<file path="src/hdl/ppdd_pkg.sv">
`timescale 1ns / 1ps
// Shared types and constants for the pointing pose dwell detector.
// No dependencies; imported by ppdd_isqrt and pointing_pose_dwell_detector.
package ppdd_pkg;

  // Field and datapath widths
  localparam int COORD_W    = 24;              // Q12.12 features and positions
  localparam int MAG_W      = 24;              // magnitude of a position difference
  localparam int SQ_W       = 2 * MAG_W;       // one squared difference
  localparam int RAD_W      = SQ_W + 2;        // sum of three squares
  localparam int ROOT_W     = RAD_W / 2;       // integer square root
  localparam int SUM_W      = 32;              // saturating movement sum
  localparam int CNT_W      = 9;               // run counter
  localparam int CNT_THR_W  = 8;               // frame count threshold
  localparam int STILL_W    = 23;              // stillness threshold
  localparam int CFG_ADDR_W = 2;
  localparam int CFG_DATA_W = 24;

  // Configuration register indexes
  typedef enum logic [CFG_ADDR_W-1:0] {
    CFG_HAND_HIP  = 2'd0,
    CFG_ELBOW     = 2'd1,
    CFG_FRAME_CNT = 2'd2,
    CFG_STILL     = 2'd3
  } cfg_idx_e;

  // Sequencer states of the top level
  typedef enum logic [2:0] {
    ST_IDLE,
    ST_CHECK,
    ST_SQUARE,
    ST_ROOT,
    ST_DECIDE,
    ST_RESULT
  } state_e;

  // Status of the square-root unit
  typedef struct packed {
    logic busy;
    logic done;
  } sqrt_stat_t;

endpackage

</file>
<file path="src/hdl/pointing_pose_dwell_detector.sv">
`timescale 1ns / 1ps
// Pointing pose dwell detector: one request at a time, one result per request.
// Steps per request: check and result for an empty or failing frame; check, decide and
// result for the first frame of a run; check, 4 multiply steps, the square-root unit,
// decide and result for a later qualifying frame. A new request waits for the last result.
// Reset: counter and movement sum clear, thresholds return to defaults, no output.
// Depends on ppdd_pkg and ppdd_isqrt.
module pointing_pose_dwell_detector #(
  parameter int FRACTION_BITS = 12
) (
  input  logic        clk_i,
  input  logic        rst_ni,
  // Frame stream
  input  logic        s_axis_tvalid_i,
  output logic        s_axis_tready_o,
  // tdata: hand_hip_distance, elbow_angle, hand_x, hand_y, hand_z (24 bits each)
  input  logic [119:0] s_axis_tdata_i,
  // tuser: frame_empty
  input  logic        s_axis_tuser_i,
  // Result stream
  output logic        m_axis_tvalid_o,
  input  logic        m_axis_tready_i,
  // tdata: detected (1), run_length (9), zero fill (6)
  output logic [15:0] m_axis_tdata_o,
  // Configuration writes
  input  logic                               cfg_we_i,
  input  logic [ppdd_pkg::CFG_ADDR_W-1:0]    cfg_addr_i,
  input  logic [ppdd_pkg::CFG_DATA_W-1:0]    cfg_data_i
);
  import ppdd_pkg::*;

  localparam logic [STILL_W-1:0] STILL_RST = STILL_W'((45 << FRACTION_BITS) / 100);

  // Configuration registers
  logic signed [COORD_W-1:0] hh_thr_q, ea_thr_q;
  logic [CNT_THR_W-1:0]      cnt_thr_q;
  logic [STILL_W-1:0]        still_thr_q;

  // Sequencer and state
  state_e             state_q, state_d;
  logic [CNT_W-1:0]   run_count_q, run_count_d;
  logic [SUM_W-1:0]   motion_sum_q, motion_sum_d;
  logic [1:0]         step_q, step_d;
  logic               det_q, det_d;
  logic               out_valid_q, out_valid_d;
  logic               out_load;
  logic               out_det_q;
  logic [CNT_W-1:0]   out_len_q;

  // Latched frame and last position
  logic                      empty_q;
  logic signed [COORD_W-1:0] hh_q, ea_q, px_q, py_q, pz_q;
  logic signed [COORD_W-1:0] last_x_q, last_y_q, last_z_q;

  // Square and root datapath
  logic signed [COORD_W-1:0] cur_pos, old_pos;
  logic signed [COORD_W:0]   diff;
  logic [COORD_W:0]          mag;
  logic [SQ_W-1:0]           prod_q;
  logic [RAD_W-1:0]          acc_q, acc_d;
  logic                      sqrt_start;
  logic [ROOT_W-1:0]         root;
  sqrt_stat_t                sq_stat;
  logic [SUM_W:0]            sum_ext;
  logic                      s_accept;
  logic                      qualify;

  assign s_accept = s_axis_tvalid_i && s_axis_tready_o;
  assign qualify  = (hh_q > hh_thr_q) && (ea_q > ea_thr_q);

  // Pick the axis for this multiply step and take the magnitude of the difference
  always_comb begin
    case (step_q)
      2'd0: begin
        cur_pos = px_q;
        old_pos = last_x_q;
      end
      2'd1: begin
        cur_pos = py_q;
        old_pos = last_y_q;
      end
      default: begin
        cur_pos = pz_q;
        old_pos = last_z_q;
      end
    endcase
    diff = (COORD_W+1)'(cur_pos) - (COORD_W+1)'(old_pos);
    mag  = diff[COORD_W] ? (COORD_W+1)'(-diff) : diff;
  end

  // Sequencer: next state, counters and result
  always_comb begin
    state_d      = state_q;
    run_count_d  = run_count_q;
    motion_sum_d = motion_sum_q;
    step_d       = step_q;
    det_d        = det_q;
    acc_d        = acc_q;
    sqrt_start   = 1'b0;
    out_load     = 1'b0;
    out_valid_d  = out_valid_q && !m_axis_tready_i;
    sum_ext      = {1'b0, motion_sum_q} + (SUM_W+1)'(root);
    case (state_q)
      ST_IDLE: begin
        if (s_accept) begin
          state_d = ST_CHECK;
        end
      end
      ST_CHECK: begin
        det_d = 1'b0;
        if (empty_q) begin
          state_d = ST_RESULT;
        end else if (!qualify) begin
          run_count_d  = '0;
          motion_sum_d = '0;
          state_d      = ST_RESULT;
        end else begin
          run_count_d = run_count_q + 1'b1;
          step_d      = '0;
          state_d     = (run_count_q != '0) ? ST_SQUARE : ST_DECIDE;
        end
      end
      ST_SQUARE: begin
        // Clear at step 0, else accumulate the product of the previous step
        acc_d  = (step_q == 2'd0) ? '0 : acc_q + RAD_W'(prod_q);
        step_d = step_q + 1'b1;
        if (step_q == 2'd3) begin
          sqrt_start = 1'b1;
          state_d    = ST_ROOT;
        end
      end
      ST_ROOT: begin
        if (sq_stat.done) begin
          motion_sum_d = sum_ext[SUM_W] ? '1 : sum_ext[SUM_W-1:0];
          state_d      = ST_DECIDE;
        end
      end
      ST_DECIDE: begin
        if (run_count_q > CNT_W'(cnt_thr_q)) begin
          det_d        = motion_sum_q < SUM_W'(still_thr_q);
          run_count_d  = '0;
          motion_sum_d = '0;
        end
        state_d = ST_RESULT;
      end
      ST_RESULT: begin
        // Wait until the output register is free
        if (!out_valid_q || m_axis_tready_i) begin
          out_load    = 1'b1;
          out_valid_d = 1'b1;
          state_d     = ST_IDLE;
        end
      end
      default: begin
        state_d = ST_IDLE;
      end
    endcase
  end

  // Control registers
  always_ff @(posedge clk_i or negedge rst_ni) begin
    if (!rst_ni) begin
      state_q      <= ST_IDLE;
      run_count_q  <= '0;
      motion_sum_q <= '0;
      step_q       <= '0;
      det_q        <= 1'b0;
      out_valid_q  <= 1'b0;
    end else begin
      state_q      <= state_d;
      run_count_q  <= run_count_d;
      motion_sum_q <= motion_sum_d;
      step_q       <= step_d;
      det_q        <= det_d;
      out_valid_q  <= out_valid_d;
    end
  end

  // Configuration registers
  always_ff @(posedge clk_i or negedge rst_ni) begin
    if (!rst_ni) begin
      hh_thr_q    <= '0;
      ea_thr_q    <= '0;
      cnt_thr_q   <= '0;
      still_thr_q <= STILL_RST;
    end else if (cfg_we_i) begin
      case (cfg_idx_e'(cfg_addr_i))
        CFG_HAND_HIP:  hh_thr_q    <= cfg_data_i;
        CFG_ELBOW:     ea_thr_q    <= cfg_data_i;
        CFG_FRAME_CNT: cnt_thr_q   <= cfg_data_i[CNT_THR_W-1:0];
        CFG_STILL:     still_thr_q <= cfg_data_i[STILL_W-1:0];
        default: ;
      endcase
    end
  end

  // Payload registers: latched frame, last position, products, output
  always_ff @(posedge clk_i) begin
    if (s_accept) begin
      empty_q <= s_axis_tuser_i;
      hh_q    <= s_axis_tdata_i[23:0];
      ea_q    <= s_axis_tdata_i[47:24];
      px_q    <= s_axis_tdata_i[71:48];
      py_q    <= s_axis_tdata_i[95:72];
      pz_q    <= s_axis_tdata_i[119:96];
    end
    if (state_q == ST_DECIDE) begin
      last_x_q <= px_q;
      last_y_q <= py_q;
      last_z_q <= pz_q;
    end
    prod_q <= mag[MAG_W-1:0] * mag[MAG_W-1:0];
    acc_q  <= acc_d;
    if (out_load) begin
      out_det_q <= det_q;
      out_len_q <= run_count_q;
    end
  end

  // Square-root unit
  ppdd_isqrt u_isqrt (
    .clk_i   (clk_i),
    .rst_ni  (rst_ni),
    .start_i (sqrt_start),
    .rad_i   (acc_d),
    .root_o  (root),
    .stat_o  (sq_stat)
  );

  assign s_axis_tready_o = (state_q == ST_IDLE);
  assign m_axis_tvalid_o = out_valid_q;
  assign m_axis_tdata_o  = {6'b0, out_len_q, out_det_q};

  // Run counter stays in range
  a_count_range: assert property (@(posedge clk_i) disable iff (!rst_ni)
    run_count_q <= CNT_W'(256))
    else $error("run counter out of range");

  // Root unit only runs while the sequencer waits for it
  a_root_owner: assert property (@(posedge clk_i) disable iff (!rst_ni)
    (sq_stat.busy || sq_stat.done) |-> (state_q == ST_ROOT))
    else $error("square-root unit active outside root state");

  // An accepted request moves straight to the check
  a_accept_check: assert property (@(posedge clk_i) disable iff (!rst_ni)
    s_accept |=> (state_q == ST_CHECK))
    else $error("accepted request not checked");

  // A loaded result shows up on the output
  a_result_out: assert property (@(posedge clk_i) disable iff (!rst_ni)
    out_load |=> m_axis_tvalid_o)
    else $error("result not presented");

endmodule

</file>
<file path="src/hdl/ppdd_isqrt.sv">
`timescale 1ns / 1ps
// Iterative integer square root, one result bit per cycle (restoring method).
// Depends on ppdd_pkg for widths and the status struct.
module ppdd_isqrt (
  input  logic                         clk_i,
  input  logic                         rst_ni,
  input  logic                         start_i,
  input  logic [ppdd_pkg::RAD_W-1:0]   rad_i,
  output logic [ppdd_pkg::ROOT_W-1:0]  root_o,
  output ppdd_pkg::sqrt_stat_t         stat_o
);
  import ppdd_pkg::*;

  localparam int ITER_W = $clog2(ROOT_W);

  logic [RAD_W-1:0]  rad_q, rad_d;
  logic [ROOT_W:0]   rem_q, rem_d;
  logic [ROOT_W-1:0] root_q, root_d;
  logic [ITER_W-1:0] iter_q, iter_d;
  logic              busy_q, busy_d;
  logic              done_q, done_d;

  logic [ROOT_W+2:0] rem_sh;
  logic [ROOT_W+2:0] trial;

  // Bring down the next two radicand bits and try to append a one bit
  always_comb begin
    rem_sh = {rem_q, rad_q[RAD_W-1 -: 2]};
    trial  = {1'b0, root_q, 2'b01};
    rad_d  = rad_q;
    rem_d  = rem_q;
    root_d = root_q;
    iter_d = iter_q;
    busy_d = busy_q;
    done_d = 1'b0;
    if (start_i) begin
      rad_d  = rad_i;
      rem_d  = '0;
      root_d = '0;
      iter_d = '0;
      busy_d = 1'b1;
    end else if (busy_q) begin
      rad_d = rad_q << 2;
      if (rem_sh >= trial) begin
        rem_d  = (ROOT_W+1)'(rem_sh - trial);
        root_d = {root_q[ROOT_W-2:0], 1'b1};
      end else begin
        rem_d  = (ROOT_W+1)'(rem_sh);
        root_d = {root_q[ROOT_W-2:0], 1'b0};
      end
      iter_d = iter_q + 1'b1;
      if (iter_q == ITER_W'(ROOT_W - 1)) begin
        busy_d = 1'b0;
        done_d = 1'b1;
      end
    end
  end

  // Hold control flags under reset
  always_ff @(posedge clk_i or negedge rst_ni) begin
    if (!rst_ni) begin
      busy_q <= 1'b0;
      done_q <= 1'b0;
      iter_q <= '0;
    end else begin
      busy_q <= busy_d;
      done_q <= done_d;
      iter_q <= iter_d;
    end
  end

  // Advance the working registers
  always_ff @(posedge clk_i) begin
    rad_q  <= rad_d;
    rem_q  <= rem_d;
    root_q <= root_d;
  end

  assign root_o      = root_q;
  assign stat_o.busy = busy_q;
  assign stat_o.done = done_q;

endmodule

</file>
<file path="config.mk">
export PLATFORM = sky130hd
export DESIGN_NAME = pointing_pose_dwell_detector
export DESIGN_NICKNAME = d
export VERILOG_FILES = /design/src/hdl/ppdd_pkg.sv /design/src/hdl/pointing_pose_dwell_detector.sv /design/src/hdl/ppdd_isqrt.sv
export SDC_FILE = /design/constraint.sdc
export NUM_CORES = 2
export LEC_CHECK = 0
export BUFFER_PORTS_ARGS = -buffer_cell sky130_fd_sc_hd__buf_2
export CORE_MARGIN = 2
export CORE_UTILIZATION = 67
export DETAILED_ROUTE_END_ITERATION = 12
export GPL_TIMING_DRIVEN = 0
export PLACE_DENSITY = 0.85
export SLEW_MARGIN = 0
export SYNTH_ARGS = -nofsm -noshare
export SYNTH_HDL_FRONTEND = slang
export SYNTH_SLANG_ARGS = --single-unit
</file>
<file path="constraint.sdc">
create_clock -name clk_i -period 22.3 [get_ports clk_i]
set_input_delay 2.23 -clock clk_i [delete_from_list [all_inputs] [get_ports clk_i]]
set_output_delay 2.23 -clock clk_i [all_outputs]
set_load 0.02 [all_outputs]
</file>
== Yosys cells after proc, flatten, opt, wreduce, memory -nomap -nowiden ==
Index checks and enable logic that the tools add are counted.
Cells by class
  add/sub/neg operators: 8
  multipliers: 1
  magnitude comparators: 5
  equality and inequality tests: 19
  multiplexer cells: 46
  reductions and logical operators: 23
Operator list (number)
  two-way mux 50 bit: 4
  two-way mux 32 bit: 5
  case mux 24 bit (2 select lines): 2
  case mux 32 bit (3 select lines): 1
  adder 50 x 48 -> 50 bit: 1
  greater-than comparator 24 bit: 2
  multiplier 24 x 24 -> 48 bit: 1
  adder 32 x 25 -> 33 bit: 1
  < comparator 32 x 23 -> 1 bit: 1
  >= comparator 28 x 27 -> 1 bit: 1
  two-way mux 9 bit: 3
  two-way mux 26 bit: 1
  subtractor 26 bit: 1
  subtractor 24 x 24 -> 25 bit: 1
  two-way mux 24 bit: 1
  negator 24 bit: 1
  two-way mux 3 bit: 7
  case mux 3 bit (6 select lines): 1
  case mux 9 bit (2 select lines): 1
  two-way mux 1 bit: 14
  inequality test 2 bit (second input constant): 6
  two-way mux 5 bit: 2
  AND reduction 2 bit: 5
  adder 9 x 1 -> 9 bit (second input constant): 1
  other kinds (24): 38
Storage, ports and cells
  bits in registers: 536
  bits of input ports: 152
  output and inout bits: 18
  word-level logic and storage cells: 131

== Logic depth before layout (Yosys ltp) ==
  depth after elaboration: 6
  gate-level depth with buffers: 49
  depth with buffers taken out: 46

== By module ==
From an unflattened synthesis, not the netlist that was laid out.
Second synthesis, totals
  cells, all modules: 4274
  area, all modules: 43345.3 um^2
By module, submodules not included
  pointing_pose_dwell_detector: instances 1, cells an instance 3730, area each 37588.6 um^2, sequential area each 11224.5 um^2
  ppdd_isqrt: instances 1, cells an instance 544, area each 5756.8 um^2, sequential area each 2697.6 um^2

== Worst setup path before layout ==
OpenSTA, ideal clock, no wires.
  path type: register to register
  from: reg step_q[0]
  to: reg prod_q[47]
  arrival: 10689 ps
  required time: 22170 ps
  setup slack: 11481 ps
  stages on the path, launching flop included: 47
  cell sequence: dfrtp_1 > inv_1 > ha_1 > clkbuf_1 > nor2_1 > clkbuf_1 > buf_1 > a21oi_1 > ha_1 > fa_1 > nor2b_1 > o31a_1 > o22a_1 > xnor2_1 > nand3_2 > or3_1 > or3_1 > nor3_1 > (+11 left out) > inv_1 > fa_1 > fa_1 > inv_1 > fa_1 > inv_1 > ha_1 > and3_1 > nand4_1 > inv_1 > and3_1 > and3_1 > a2111o_1 > nand2_1 > o21ai_0 > a21o_1 > a31oi_1 > xnor3_1
Between the ends
  cells in the longest elaborated chain, start to end: 6
  elaborated cells between the ends (all ways): 8
  those cells by class: add/sub (2); mul (1); eq/ne (1); mux (3); reduce/logical (1)
RTL lines
  start, declared: RTL line pointing_pose_dwell_detector.sv:43  | logic [1:0] step_q, step_d;
  start signal, assigned: RTL line pointing_pose_dwell_detector.sv:173  | step_q <= step_d;
  == test 2 x 1 -> 1 bit / logical NOT 2 bit (equally long branches): RTL line pointing_pose_dwell_detector.sv:73  | case (step_q)
  case mux 24 bit (2 select lines): RTL line pointing_pose_dwell_detector.sv:73
  subtractor 24 x 24 -> 25 bit *: RTL line pointing_pose_dwell_detector.sv:87  | diff = (COORD_W+1)'(cur_pos) - (COORD_W+1)'(old_pos);
  negator 24 bit: RTL line pointing_pose_dwell_detector.sv:88  | mag = diff[COORD_W] ? (COORD_W+1)'(-diff) : diff;
  two-way mux 24 bit *: RTL line pointing_pose_dwell_detector.sv:88
  multiplier 24 x 24 -> 48 bit *: RTL line pointing_pose_dwell_detector.sv:212  | prod_q <= mag[MAG_W-1:0] * mag[MAG_W-1:0];
  end signal, assigned: RTL line pointing_pose_dwell_detector.sv:212
  end, declared: RTL line pointing_pose_dwell_detector.sv:59  | logic [SQ_W-1:0] prod_q;
Mark *: on every way between the ends. The rest lies on a longest branch, timed or not.
A chain may end at the register's enable or synchronous reset.

== Final worst setup path ==
  from: reg step_q[0]
  to: reg prod_q[46]
The elaborated chain is that of the path after synthesis.

==> run_results.csv <==
group,metric,value,unit
floorplanning,die_w,259,um
final_layout,synthToLayoutAreaGrowth,8.82,%
yosys,yosys-top-cells-area,"fa_1 (20%), edfxtp_1 (17%), ha_1 (11%)",
yosys,synth_cell_type_count,95,
clocking,cts_root_buf,"clkbuf_16",
critical_path,cp-end-kind,"register",
critical_path,cp_num_cells,43,
clocking,cts_tree,"built",
clocking,post_cts_resized,0,
timing,finalCritPeriodShare,66.4,%
timing,period_minus_slack,14.80,ns
clocking,htreeDepth,2,
critical_path,criticalPathCategory,"reg2reg",
clocking,cts_setup_buffers,0,
yosys,synth-compound-area-share,13.3,%
clocking,insertion_delay,0.61,ns
final_layout,multi_input_area,0.0265,sq mm
yosys,synth_seq_cells,535,
critical_path,cpPeakStageDelay,1.04,ns
yosys,synthCells,4387,
floorplanning,io_pins,170,
critical_path,crit_arrival,15.32,ns
clocking,clk_pin_slew,0.07,ns
final_layout,layout.nets,5572,
clocking,clockBufferDepth,3,
yosys,netlist.area_leader.share,19.6,%
detailed_routing,via_per_inst,6.12,
timing,hold_viol_final,0,
detailed_routing,routed_wl,114000,um
global_route,grt_max_degree,76,
final_layout,drive_above_1_share,8.48,%
detailed_routing,drtPass1Iterations,8,
timing,worst_slew_pin_slew,1.40,ns
global_route,gr-usage-met3,7.08,%
critical_path,critPathLaunchType,"register",
place,portBuffers,163,
floorplanning,core,0.0643,sq mm
timing,fmax,67.6,MHz
detailed_routing,drc_errors,0,
global_route,grt.overflow.total,0,
timing,fin_worst_skew,0.0346,ns
place,postPlaceCellArea,0.0456,sq mm
final_layout,fillers,4390,
yosys,synth_area,0.0436,sq mm
final_layout,mostFrequentLayoutCells,"inv_1 (638), fa_1 (427), nand2_1 (411), ha_1 (380), nor2_1 (347)",
final_layout,fin_area,0.0474,sq mm
critical_path,crit_buf_inv,10,
critical_path,r2r-start,"step_q[0]",
critical_path,crit_fanout,10,
critical_path,cpMostUsedCell,"fa_1",
global_route,grt_pass1_vias,34500,
detailed_routing,vias,33800,
global_route,antenna_found_initial,16,
yosys,synth_largest_area_cell,"fa_1",
floorplanning,start_util,67.7,%
yosys,muxShareOfSynthArea,2.27,%
global_route,grt_first_pass_wirelength,181000,um
global_route,grt.total_usage,34.3,%
yosys,ys.flop_type,"edfxtp_1",
yosys,synth-edff-count,253,
detailed_routing,drtAntennaViolNets,0,
hold_path,min_path_type,"reg2reg",
timing,slew_headroom,6.07,%
yosys,synth-simple-area-share,11.1,%
yosys,yosysSeqAreaShare,31.9,%
hold_path,worstHoldStart,"py_q[18]",
yosys,synth_xor_area_share,3.65,%
critical_path,cp_top_family,"adder cells",
place,gp_congestion,1.03,
detailed_routing,drt-initial-drc-count,3217,
final_layout,ff_latch_area,0.0139,sq mm
yosys,async_reset_ff_share,25.0,%
floorplanning,fp.dieH,259,um
yosys,synth_top_family_by_area,"adder cells",
timing,rsz0062_at_grt,"no",
run,maxCapViolCount,0,
global_route,met1_usage,43.3,%
critical_path,r2r_cells,43,
hold_path,whs_path_depth,0,
floorplanning,fp.dieArea,0.0671,sq mm
yosys,synth_adder_area_share,30.5,%
critical_path,startpoint,"step_q[0]",
final_layout,final_common_cell,"inv_1",
detailed_routing,wl_per_cell,20.6,um
clocking,cts-buffers-inserted,52,
yosys,postSynthAreaPerCell,9.93,sq um
global_route,met2_usage,57.3,%
global_route,grt-busiest-layer,"met2",
critical_path,cp_slowest_cell,"xnor2_1",
yosys,yosys_warnings,0,
timing,setup_tns,0,ns
timing,setup_viol,0,
clocking,cts_hold_buffers,0,
clocking,clock-sinks,535,
place,dpl.hpwl,88300,um
status,status,"complete, no violations",
critical_path,worstPathRequired,22.82,ns
timing,drv_slew,0,
floorplanning,rows,93,
==> flip-flops by register name, indices dropped and copies added (netlist names), 3 cells and up <==
name / flops
hh_thr_q: 24
state_q: 3
u_isqrt.rad_q: 50
u_isqrt.root_o: 25
pz_q: 24
acc_q: 50
prod_q: 47
motion_sum_q: 32
cnt_thr_q: 8
still_thr_q: 23
u_isqrt.rem_q: 26
u_isqrt.iter_q: 5
run_count_q: 9
hh_q: 24
last_z_q: 24
last_x_q: 24
last_y_q: 24
py_q: 24
px_q: 24
ea_q: 24
ea_thr_q: 24
out_len_q: 9
==> cell families after synthesis <==
kind of cell,after synthesis
buffers and inverters,814
adder cells (fa/ha/maj),807
multiplexers,92
XOR/XNOR,176
other,1
AO/OA/AOI/OAI,887
flip-flops,535
AND/OR/NAND/NOR,1075
==> routing by layer <==
metal | part of all wire [%] | wire [um]
met1 | 38 | 43300
met3 | 8.9 | 10100
met4 | 5.2 | 5880
met5 | 0 | 0
met2 | 48 | 54600
==> area by class of cell <==
cell class	count	area share [%]
Antenna cell	16	0.0844
Sequential cell	535	29.4
Timing Repair Buffer	167	1.95
Buffer	165	1.47
Inverter	649	5.14
Clock buffer	70	3.22
Clock inverter	28	0.541
Tap cell	855	2.26
Multi-Input combinational cell	3043	56.0
==> synthesized netlist by cell type (12+ instances only) <==
master      n
nor4_1     12
dfrtp_1   127
dfxtp_1   148
inv_1     639
nand2b_1   39
mux2_2     56
clkbuf_1  121
nor2_1    347
a32o_1     17
a211oi_1   22
o21bai_1   25
xor2_1     57
a21oi_1   231
o31ai_1    20
o21a_1     44
mux2i_1    36
or2_2      14
nand3_1    47
edfxtp_1  253
a21o_1    121
a31oi_1    30
nor2b_1    38
fa_1      427
a22o_1     55
nor3_1     36
o21ai_0   193
xnor2_1   113
nand2_1   412
a22oi_1    27
ha_1      380
nand4_1    39
and3_1     18
or3_1      19
buf_2      24
and2_1     17
==> through the flow <==
step / utilization [%] / hold WS (ns) / std cells / setup WS (ns)
2_1_floorplan: - / 0.420 / 4392 / 11.48
3_3_place_gp: 70.7 / 0.429 / 5410 / 8.20
3_5_place_dp: 70.9 / 0.437 / 5414 / 8.05
4_1_cts: 73.6 / 0.447 / 5512 / 7.93
5_1_grt: 73.7 / 0.457 / 5527 / 7.00
6_report: 73.7 / 0.444 / 5528 / 7.50
==> final timing paths <==
| check | end | slack, ns |
|---|---|---|
| setup / recovery | prod_q[46] | 7.50 |
| hold / removal | last_y_q[18] | 0.44 |
| setup reg to reg | prod_q[46] | 7.50 |
| hold reg to reg | last_y_q[18] | 0.44 |
| max in group asynchronous | still_thr_q[9] | 19.88 |
| min in group asynchronous | ea_thr_q[5] | 1.61 |
Power is left out: the tool's default activity adds up to more than one toggle a clock period on the data nets, which glitch-free logic cannot reach.
